===== config.mk =====
export PLATFORM = sky130hd
export DESIGN_NAME = s2dt_bcd
export DESIGN_NICKNAME = d
export VERILOG_FILES = /design/src/rtl/s2dt_pkg.sv /design/src/rtl/s2dt_bcd.sv
export SDC_FILE = /design/constraint.sdc
export NUM_CORES = 1
export LEC_CHECK = 0
export BUFFER_PORTS_ARGS = -buffer_cell sky130_fd_sc_hd__buf_2
export CORE_MARGIN = 2
export CORE_UTILIZATION = 40
export CTS_CLUSTER_SIZE = 16
export DETAILED_ROUTE_END_ITERATION = 10
export GPL_ROUTABILITY_DRIVEN = 1
export PLACE_DENSITY = 0.68
export SLEW_MARGIN = 10
export SYNTH_ARGS = -nofsm -noshare
export SYNTH_HDL_FRONTEND = slang
export SYNTH_SLANG_ARGS = --single-unit

===== constraint.sdc =====
create_clock -name clk -period 19.65 [get_ports clk]
set_input_delay 2.9475 -clock clk [delete_from_list [all_inputs] [get_ports clk]]
set_output_delay 2.9475 -clock clk [all_outputs]
set_load 0.005 [all_outputs]

===== src/rtl/s2dt_pkg.sv =====
// Shared types and character constants for the decimal text converter.
`timescale 1ns / 1ps
package s2dt_pkg;

  typedef logic [7:0] char_t;

  localparam char_t CHAR_ZERO  = 8'h30;
  localparam char_t CHAR_NINE  = 8'h39;
  localparam char_t CHAR_MINUS = 8'h2D;

  // Double-dabble adjust: digits at or above this get the offset added.
  localparam logic [3:0] BCD_ADJ_MIN = 4'd5;
  localparam logic [3:0] BCD_ADJ     = 4'd3;

endpackage


===== src/rtl/s2dt_bcd.sv =====
// Bit-serial binary to BCD converter (shift and add-3).
`timescale 1ns / 1ps
module s2dt_bcd import s2dt_pkg::*; #(
  parameter int VALUE_WIDTH = 64,
  parameter int DIGITS      = 20
) (
  input  logic                   clk,
  input  logic                   rst,
  input  logic                   start,
  input  logic [VALUE_WIDTH-1:0] mag,
  output logic                   done,
  output logic [4*DIGITS-1:0]    bcd
);

  localparam int CNT_W = $clog2(VALUE_WIDTH + 1);

  logic                   busy;
  logic [CNT_W-1:0]       cnt;
  logic [VALUE_WIDTH-1:0] shreg;
  logic [4*DIGITS-1:0]    adj;

  // Add 3 to every digit of 5 or more before the next shift.
  always_comb begin
    for (int i = 0; i < DIGITS; i++) begin
      if (bcd[4*i +: 4] >= BCD_ADJ_MIN) begin
        adj[4*i +: 4] = bcd[4*i +: 4] + BCD_ADJ;
      end else begin
        adj[4*i +: 4] = bcd[4*i +: 4];
      end
    end
  end

  always_ff @(posedge clk) begin
    if (rst) begin
      busy <= 1'b0;
      done <= 1'b0;
    end else begin
      done <= 1'b0;
      if (start) begin
        shreg <= mag;
        bcd   <= '0;
        cnt   <= CNT_W'(VALUE_WIDTH);
        busy  <= 1'b1;
      end else if (busy) begin
        bcd   <= {adj[4*DIGITS-2:0], shreg[VALUE_WIDTH-1]};
        shreg <= {shreg[VALUE_WIDTH-2:0], 1'b0};
        cnt   <= cnt - CNT_W'(1);
        if (cnt == CNT_W'(1)) begin
          busy <= 1'b0;
          done <= 1'b1;
        end
      end
    end
  end

endmodule


==> summary.md, run 1 <==
| Metric | Value |
|---|---|
| Run status | finished clean |
| I/O pin count | 148 |
| Final Critical Period | 4.933 ns |
| Util after Layout | 48.85% |
| Worst setup EP type | flip-flop |
| Relative slew slack | 30.23% |
| CTS tree | built |
| H-tree levels | 4 |
| Die Ht | 144.2 µm |
| Slew @ Worst Pin | 1.046 ns |
| Resize count post-CTS | 0 |
| Remaining Overflow, GRT | 0 |
| Clk slew on worst S/H paths | 0.07 ns |
| Mapped Area | 7860 µm² |
| Mapped Cells | 643 |
| Nets | 901 |
| RSZ-0062 raised after global routing | no |
| Seq cells post-synth | 153 |
| Hold bufs inserted after CTS | 0 |
| Yosys top cell area share | 57.69% |
| Ys flop type | edfxtp_1 |
| Iteration-0 DRC Markers | 195 |
| Hpwl dp | 9347 µm |
| PnR Total Power | 0.8327 mW |
| Post-Syn Nets | 752 |
| Mean Syn Cell Area | 12.22 µm² |
| # DRC | 0 |
| Arr. time, crit path | 4.97 ns |
| Finish-stage setup viols | 0 |
| GPL Wtd Cong | 0.7446 |
| Lkg Pwr | 3.848 nW |
| Worst EP required | 19.69 ns |
| CP Launch Type | input pin |
| Slew Limit Fails | 0 |
| Net Sw Power | 0.2056 mW |
| Drt pass-1 iters | 4 |
| Post-Route Setup TNS | 0 ns |
| Netlist cell types | 25 |
| CTS buffer count | 17 |
| Cell Int Power | 0.6271 mW |
| Vias in the first global route | 4830 |
| FP Rows | 51 |
| Area growth syn-to-layout | 20.57% |
| Crit-path max FO | 84 |
| Final period utilization | 25.10% |
| Combinational share of power | 11.6% |
| Starting Density | 40.52% |
| Core area | 19400 µm² |
| Wire per inst | 13.31 µm |
| Via count | 5108 |
| CTS max path bufs | 2 |
| Top cells by area, synth | edfxtp_1 58%, mux2_2 15%, ha_1 6.7%, nor2_1 5.1%, a21oi_1 2.7% |
| Detail-routed via count per cell | 4.769 |
| Number of synthesized flops with an enable pin | 151 |
| Max Cap Viol | 0 |
| Flop pwr share | 48.6% |
| YS warnings | 0 |
| Worst Path Class, Setup | input pin to flip-flop |
| Final Hold Viols | 0 |
| Die area | 20790 µm² |
| Largest net degree at the start of global routing | 85 |
| Synth async-reset ratio | 0% |
| Number of I/O port buffers | 147 |
| Peak supply drop | 58.61 µV |
| Chip width | 144.2 µm |
| First-pass GRT wire length | 23080 µm |
| Sequential area share after synthesis | 58.20% |
| Total track usage | 14.16% |
| Total Wirelength | 14250 µm |
| HP Class | flip-flop to flip-flop |
| Clk Latency, worst-skew pair | 0.42 ns |
| Post-CTS setup buffers | 0 |
| Switching share of power | 24.69% |
| Layout cells sized above 1 | 35.65% |
| Area leader, netlist | edfxtp_1 |
| Clock sinks | 153 |
| Initial antenna violation count | 1 |
| Synth top cells by count | 151 x edfxtp_1, 107 x nor2_1, 103 x mux2_2 |
| Cell with the most instances after synthesis | edfxtp_1 |
| Upper clock frequency limit | 202.7 MHz |
| Fin Clk Skew | 0.008346 ns |
| Power density over cell area | 87.87 nW/µm² |
| Root Driver | clkbuf_16 |
| Clock network power share | 39.8% |
| Antenna Nets Post-Route | 0 |
[kinds of logic after synthesis]
logic type,Yosys count,share of synthesized area (%)
AO/OA/AOI/OAI,64,4.107
XOR/XNOR,21,2.340
adder cells (fa/ha/maj),42,6.686
buffers and inverters,63,3.120
flip-flops,153,58.20
multiplexers,103,14.76
AND/OR/NAND/NOR,197,10.79
[area by class of cell]
| type | count | area (µm²) |
|---|---|---|
| Fill cell | 1790 | 9922 |
| Sequential cell | 153 | 4574 |
| Multi-Input combinational cell | 427 | 3048 |
| Timing Repair Buffer | 151 | 772.0 |
| Clock buffer | 17 | 425.4 |
| Tap cell | 265 | 331.6 |
| Clock inverter | 15 | 165.2 |
| Inverter | 42 | 157.7 |
| Antenna cell | 1 | 2.502 |
[registers in the layout (all words and copies together) (netlist names)]
signal	flops
shreg	64
bcd	80
busy	1
done	1
cnt	7
[metrics by stage]
step | area [µm²] | hold WS [ns] | setup WS (ns) | instances
floorplan | 7860 | 0.4543 | 9.481 | 643
global placement | 8884 | 0.4949 | 14.20 | 1038
detailed placement | 8884 | 0.4860 | 14.23 | 1038
CTS | 9474 | 0.4995 | 14.65 | 1070
global route | 9474 | 0.5068 | 14.51 | 1070
finish | 9477 | 0.4851 | 14.72 | 1071
[power by group through the flow]
stage	combinational (mW)	clock, mW	sequential (mW)
final	0.0963	0.331	0.405
after global routing	0.111	0.355	0.408
after global placement	0.0952	0	0.412
after floorplan	0.0657	0	0.413
after detailed placement	0.0979	0	0.412
after CTS	0.0984	0.341	0.405
[critical path, stage by stage]
cell    delay [ns]
buf_6         0.28
nor2_1        0.13
nor2_4        0.60
buf_4         0.94
[layer usage]
layer	routed length (µm)	track usage [%]
met1	6247	17.58
met2	6571	21.70
met3	1276	6.887
met4	157	4.752
met5	0	0
[cells in the final DEF, fill, tap and decap left out, types with 2 or more instances in the layout]
cell type and n:
ha_1 42, xor2_1 19, inv_8 2, and2_1 2, o21ai_0 20, bufinv_16 2
nor3b_1 2, a21oi_1 43, inv_1 42, buf_2 146, mux2_2 103, edfxtp_1 151
nand2_1 41, xnor2_1 2, nor2_1 106, dfxtp_1 2, nand2b_1 20, inv_6 5
clkinv_2 2, nor3_1 19, buf_4 4, clkinv_4 2, clkbuf_16 17
[path summary, 6_finish.rpt]
kind | start | to | slack (ns) | cells past startpoint
worst min register to register | busy | done | 0.49 | 1
worst max-delay path | start | shreg[17] | 14.72 | 4
worst max register to register | busy | shreg[17] | 17.28 | 3
worst min-delay path | busy | done | 0.49 | 1
No activity file was read; power rests on OpenSTA's default activity.
==> run 2: changes to the inputs <==
--- a/config.mk
+++ b/config.mk
@@ -5,13 +5,14 @@
 export SDC_FILE = /design/constraint.sdc
 export NUM_CORES = 1
 export LEC_CHECK = 0
+export ABC_AREA = 1
 export BUFFER_PORTS_ARGS = -buffer_cell sky130_fd_sc_hd__buf_2
 export CORE_MARGIN = 2
 export CORE_UTILIZATION = 40
 export CTS_CLUSTER_SIZE = 16
 export DETAILED_ROUTE_END_ITERATION = 10
 export GPL_ROUTABILITY_DRIVEN = 1
-export PLACE_DENSITY = 0.68
+export PLACE_DENSITY = 0.7
 export SLEW_MARGIN = 10
 export SYNTH_ARGS = -nofsm -noshare
 export SYNTH_HDL_FRONTEND = slang
==> constraint.sdc (replaced) <==
create_clock -name clk -period 4.2 [get_ports clk]
set_input_delay 0.63 -clock clk [delete_from_list [all_inputs] [get_ports clk]]
set_output_delay 0.63 -clock clk [all_outputs]
set_load 0.005 [all_outputs]
==> summary.md, run 2 <==
| Metric | Value |
|---|---|
| Wire per inst | 11.50 µm (was 13.31 µm) |
| Crit-path max FO | 57 (was 84) |
| Upper clock frequency limit | 440.3 MHz |
| Total Wirelength | 16380 µm (was 14250 µm) |
| Setup ws final | 1.929 ns (was 14.72 ns) |
| Worst setup EP type | flip-flop (unchanged) |
| # diodes | 0 (was 1) |
| FP Rows | 53 (was 51) |
| Most frequent cells in the layout | 396 x nand2_1, 151 x edfxtp_1, 146 x nor2_1, 146 x buf_2, 115 x inv_1 (was 151 x edfxtp_1, 146 x buf_2, 106 x nor2_1) |
| Die area | 22280 µm² (was 20790 µm²) |
| Hold_ws | 0.4743 ns (was 0.4851 ns) |
| Hpwl dp | 11010 µm (was 9347 µm) |
| Place WS | 1.447 ns (was 14.23 ns) |
| GPL Wtd Cong | 0.8129 (was 0.7446) |
| Iteration-0 DRC Markers | 357 (was 195) |
| Post-Syn Nets | 1097 (was 752) |
| Clk Latency, worst-skew pair | 0.42 ns (about the same) |
| # DRC | 0 (unchanged) |
| H-tree levels | 4 (unchanged) |
| CTS tree | built (unchanged) |
| Vias in the first global route | 5799 (was 4830) |
| Antenna Nets Post-Route | 0 (unchanged) |
| Switching share of power | 26.37% (was 24.69%) |
| Finish-stage setup viols | 0 (unchanged) |
| Most common cell after layout, fill and taps aside | nand2_1 (was edfxtp_1) |
| Regs by FF count | bcd: 80 flops, shreg: 64 flops, cnt: 7 flops (unchanged) |
| Starting Density | 40.40% (was 40.52%) |
| Area leader, netlist | edfxtp_1 (unchanged) |
| Run status | finished clean (unchanged) |
| Cell with the most instances after synthesis | nand2_1 (was edfxtp_1) |
| Layout cells sized above 1 | 19.67% (was 35.65%) |
| Relative slew slack | 36.80% (was 30.23%) |
| Net Sw Power | 1.037 mW (was 0.2056 mW) |
| First-pass GRT wire length | 26800 µm (was 23080 µm) |
| Slew @ Worst Pin | 0.9480 ns (was 1.046 ns) |
| Largest net degree at the start of global routing | 88 (was 85) |
| Final cell count without fillers | 1424 (was 1071) |
| Ys flop type | edfxtp_1 (unchanged) |
| Lkg Pwr | 4.877 nW (was 3.848 nW) |
| YS warnings | 0 (unchanged) |
| Yosys top cell area share | 53.73% (was 57.69%) |
| Nets | 1245 (was 901) |
| Mapped Area | 8439 µm² (was 7860 µm²) |
| RSZ-0062 raised after global routing | no (unchanged) |
| Worst Path Class, Setup | input pin to flip-flop (unchanged) |
| Area growth syn-to-layout | 17.79% (was 20.57%) |
| Peak supply drop | 263.5 µV (was 58.61 µV) |
| HP Class | input pin to flip-flop (was flip-flop to flip-flop) |
| CP Launch Type | input pin (unchanged) |
| Arr. time, crit path | 2.31 ns (was 4.97 ns) |
| Top cells by area, synth | edfxtp_1 54%, nand2_1 18%, nor2_1 6.5%, ha_1 6.2%, inv_1 5.2% (was edfxtp_1 58%, mux2_2 15%, ha_1 6.7%, nor2_1 5.1%, a21oi_1 2.7%) |
| Mean Syn Cell Area | 8.542 µm² (was 12.22 µm²) |
| Drt pass-1 iters | 4 (unchanged) |
| Worst EP required | 4.24 ns (was 19.69 ns) |
| Mapped Cells | 988 (was 643) |
| Synth async-reset ratio | 0% (unchanged) |
| Remaining Overflow, GRT | 0 (unchanged) |
| Root Driver | clkbuf_16 (unchanged) |
| Resize count post-CTS | 0 (unchanged) |
| Clk slew on worst S/H paths | 0.06 ns (was 0.07 ns) |
| I/O pin count | 148 (unchanged) |
| Number of I/O port buffers | 147 (unchanged) |
| CTS max path bufs | 2 (unchanged) |
| Initial antenna violation count | 0 (was 1) |
| CTS buffer count | 17 (unchanged) |
| Flop pwr share | 48.1% (was 48.6%) |
| Via count | 6427 (was 5108) |
| Core area | 20890 µm² (was 19400 µm²) |
| Final period utilization | 54.07% |
| Synth top cells by count | 396 x nand2_1, 151 x edfxtp_1, 146 x nor2_1 (was 151 x edfxtp_1, 107 x nor2_1, 103 x mux2_2) |
| Clock network power share | 38.6% (was 39.8%) |
| Clock sinks | 153 (unchanged) |
| Final Hold Viols | 0 (unchanged) |
| Combinational share of power | 13.4% (was 11.6%) |
| Sequential area share after synthesis | 54.20% (was 58.20%) |
| Netlist cell types | 24 (was 25) |
| Placed cells | 1392 (was 1038) |
| Biggest register | bcd (unchanged) |
| Max Cap Viol | 0 (unchanged) |
| Number of synthesized flops with an enable pin | 151 (unchanged) |
| Die Ht | 149.3 µm (was 144.2 µm) |
| Final Critical Period | 2.271 ns |
| Slew Limit Fails | 0 (unchanged) |
| Hold bufs inserted after CTS | 0 (unchanged) |
| Chip width | 149.3 µm (was 144.2 µm) |
| Fin Clk Skew | 0.007665 ns (was 0.008346 ns) |
| Max reg flops | 80 (unchanged) |
| Power density over cell area | 395.4 nW/µm² (was 87.87 nW/µm²) |
| Cell Int Power | 2.894 mW (was 0.6271 mW) |
| Post-Route Setup TNS | 0 ns (unchanged) |
| Total track usage | 14.91% (was 14.16%) |
| Seq cells post-synth | 153 (unchanged) |
| Post-CTS setup buffers | 0 (unchanged) |
| Detail-routed via count per cell | 4.513 (was 4.769) |
## run 2: stage by stage
| stage | total power, mW | cell area [µm²] | util [%] |
|---|---|---|---|
| 6_report | 3.931 | 9941 | 47.59 |
| 3_5_place_dp | 2.455 | 9366 | 44.84 |
| 5_1_grt | 4.138 | 9941 | 47.59 |
| 3_3_place_gp | 2.438 | 9366 | 44.84 |
| 4_1_cts | 3.986 | 9941 | 47.59 |
| 2_1_floorplan | 2.291 | 8443 | - |
## run 2: cells by family (layout without fill, tap and decap cells)
logic type               count (synthesis)  in the layout  share of synthesized area (%)
flip-flops                             153            153                          54.20
adder cells (fa/ha/maj)                 42             42                          6.227
AO/OA/AOI/OAI                           35             35                          2.772
AND/OR/NAND/NOR                        617            617                          29.15
buffers and inverters                  141            302                          7.650
## run 2: final cells by class
type                            instances  area (µm²)
Fill cell                            2044       10950
Clock buffer                           17       425.4
Multi-Input combinational cell        694        3219
Inverter                              117       445.4
Clock inverter                         15       148.9
Sequential cell                       153        4574
Tap cell                              275       344.1
Timing Repair Buffer                  153       783.3
## run 2: worst max-delay path: stages
cell        delay [ns]
buf_2             0.09
inv_1             0.05
o21ai_0           0.15
clkinvlp_4        0.12
buf_4             0.49
buf_4             0.71
## run 2: routing by layer
metal	GRT usage (%)	part of all wire, %
met1	20.78	48
met2	23.23	45
met3	3.119	4.9
met4	5.000	1.5
met5	0	0
## run 2: worst paths after layout
| kind | cells past startpoint | from | slack (ns) | end |
|---|---|---|---|---|
| max | 6 | rst | 1.93 | bcd[33] |
| min | 3 | mag[0] | 0.47 | shreg[0] |
| max reg2reg | 4 | busy | 1.98 | bcd[33] |
| min reg2reg | 2 | shreg[58] | 0.51 | shreg[59] |
## run 2: power groups by stage
stage | logic, mW | clock network, mW | registers [mW]
after global routing | 0.616 | 1.62 | 1.90
after global placement | 0.518 | 0 | 1.92
after CTS | 0.535 | 1.56 | 1.89
after detailed placement | 0.533 | 0 | 1.92
final | 0.526 | 1.52 | 1.89
after floorplan | 0.372 | 0 | 1.92
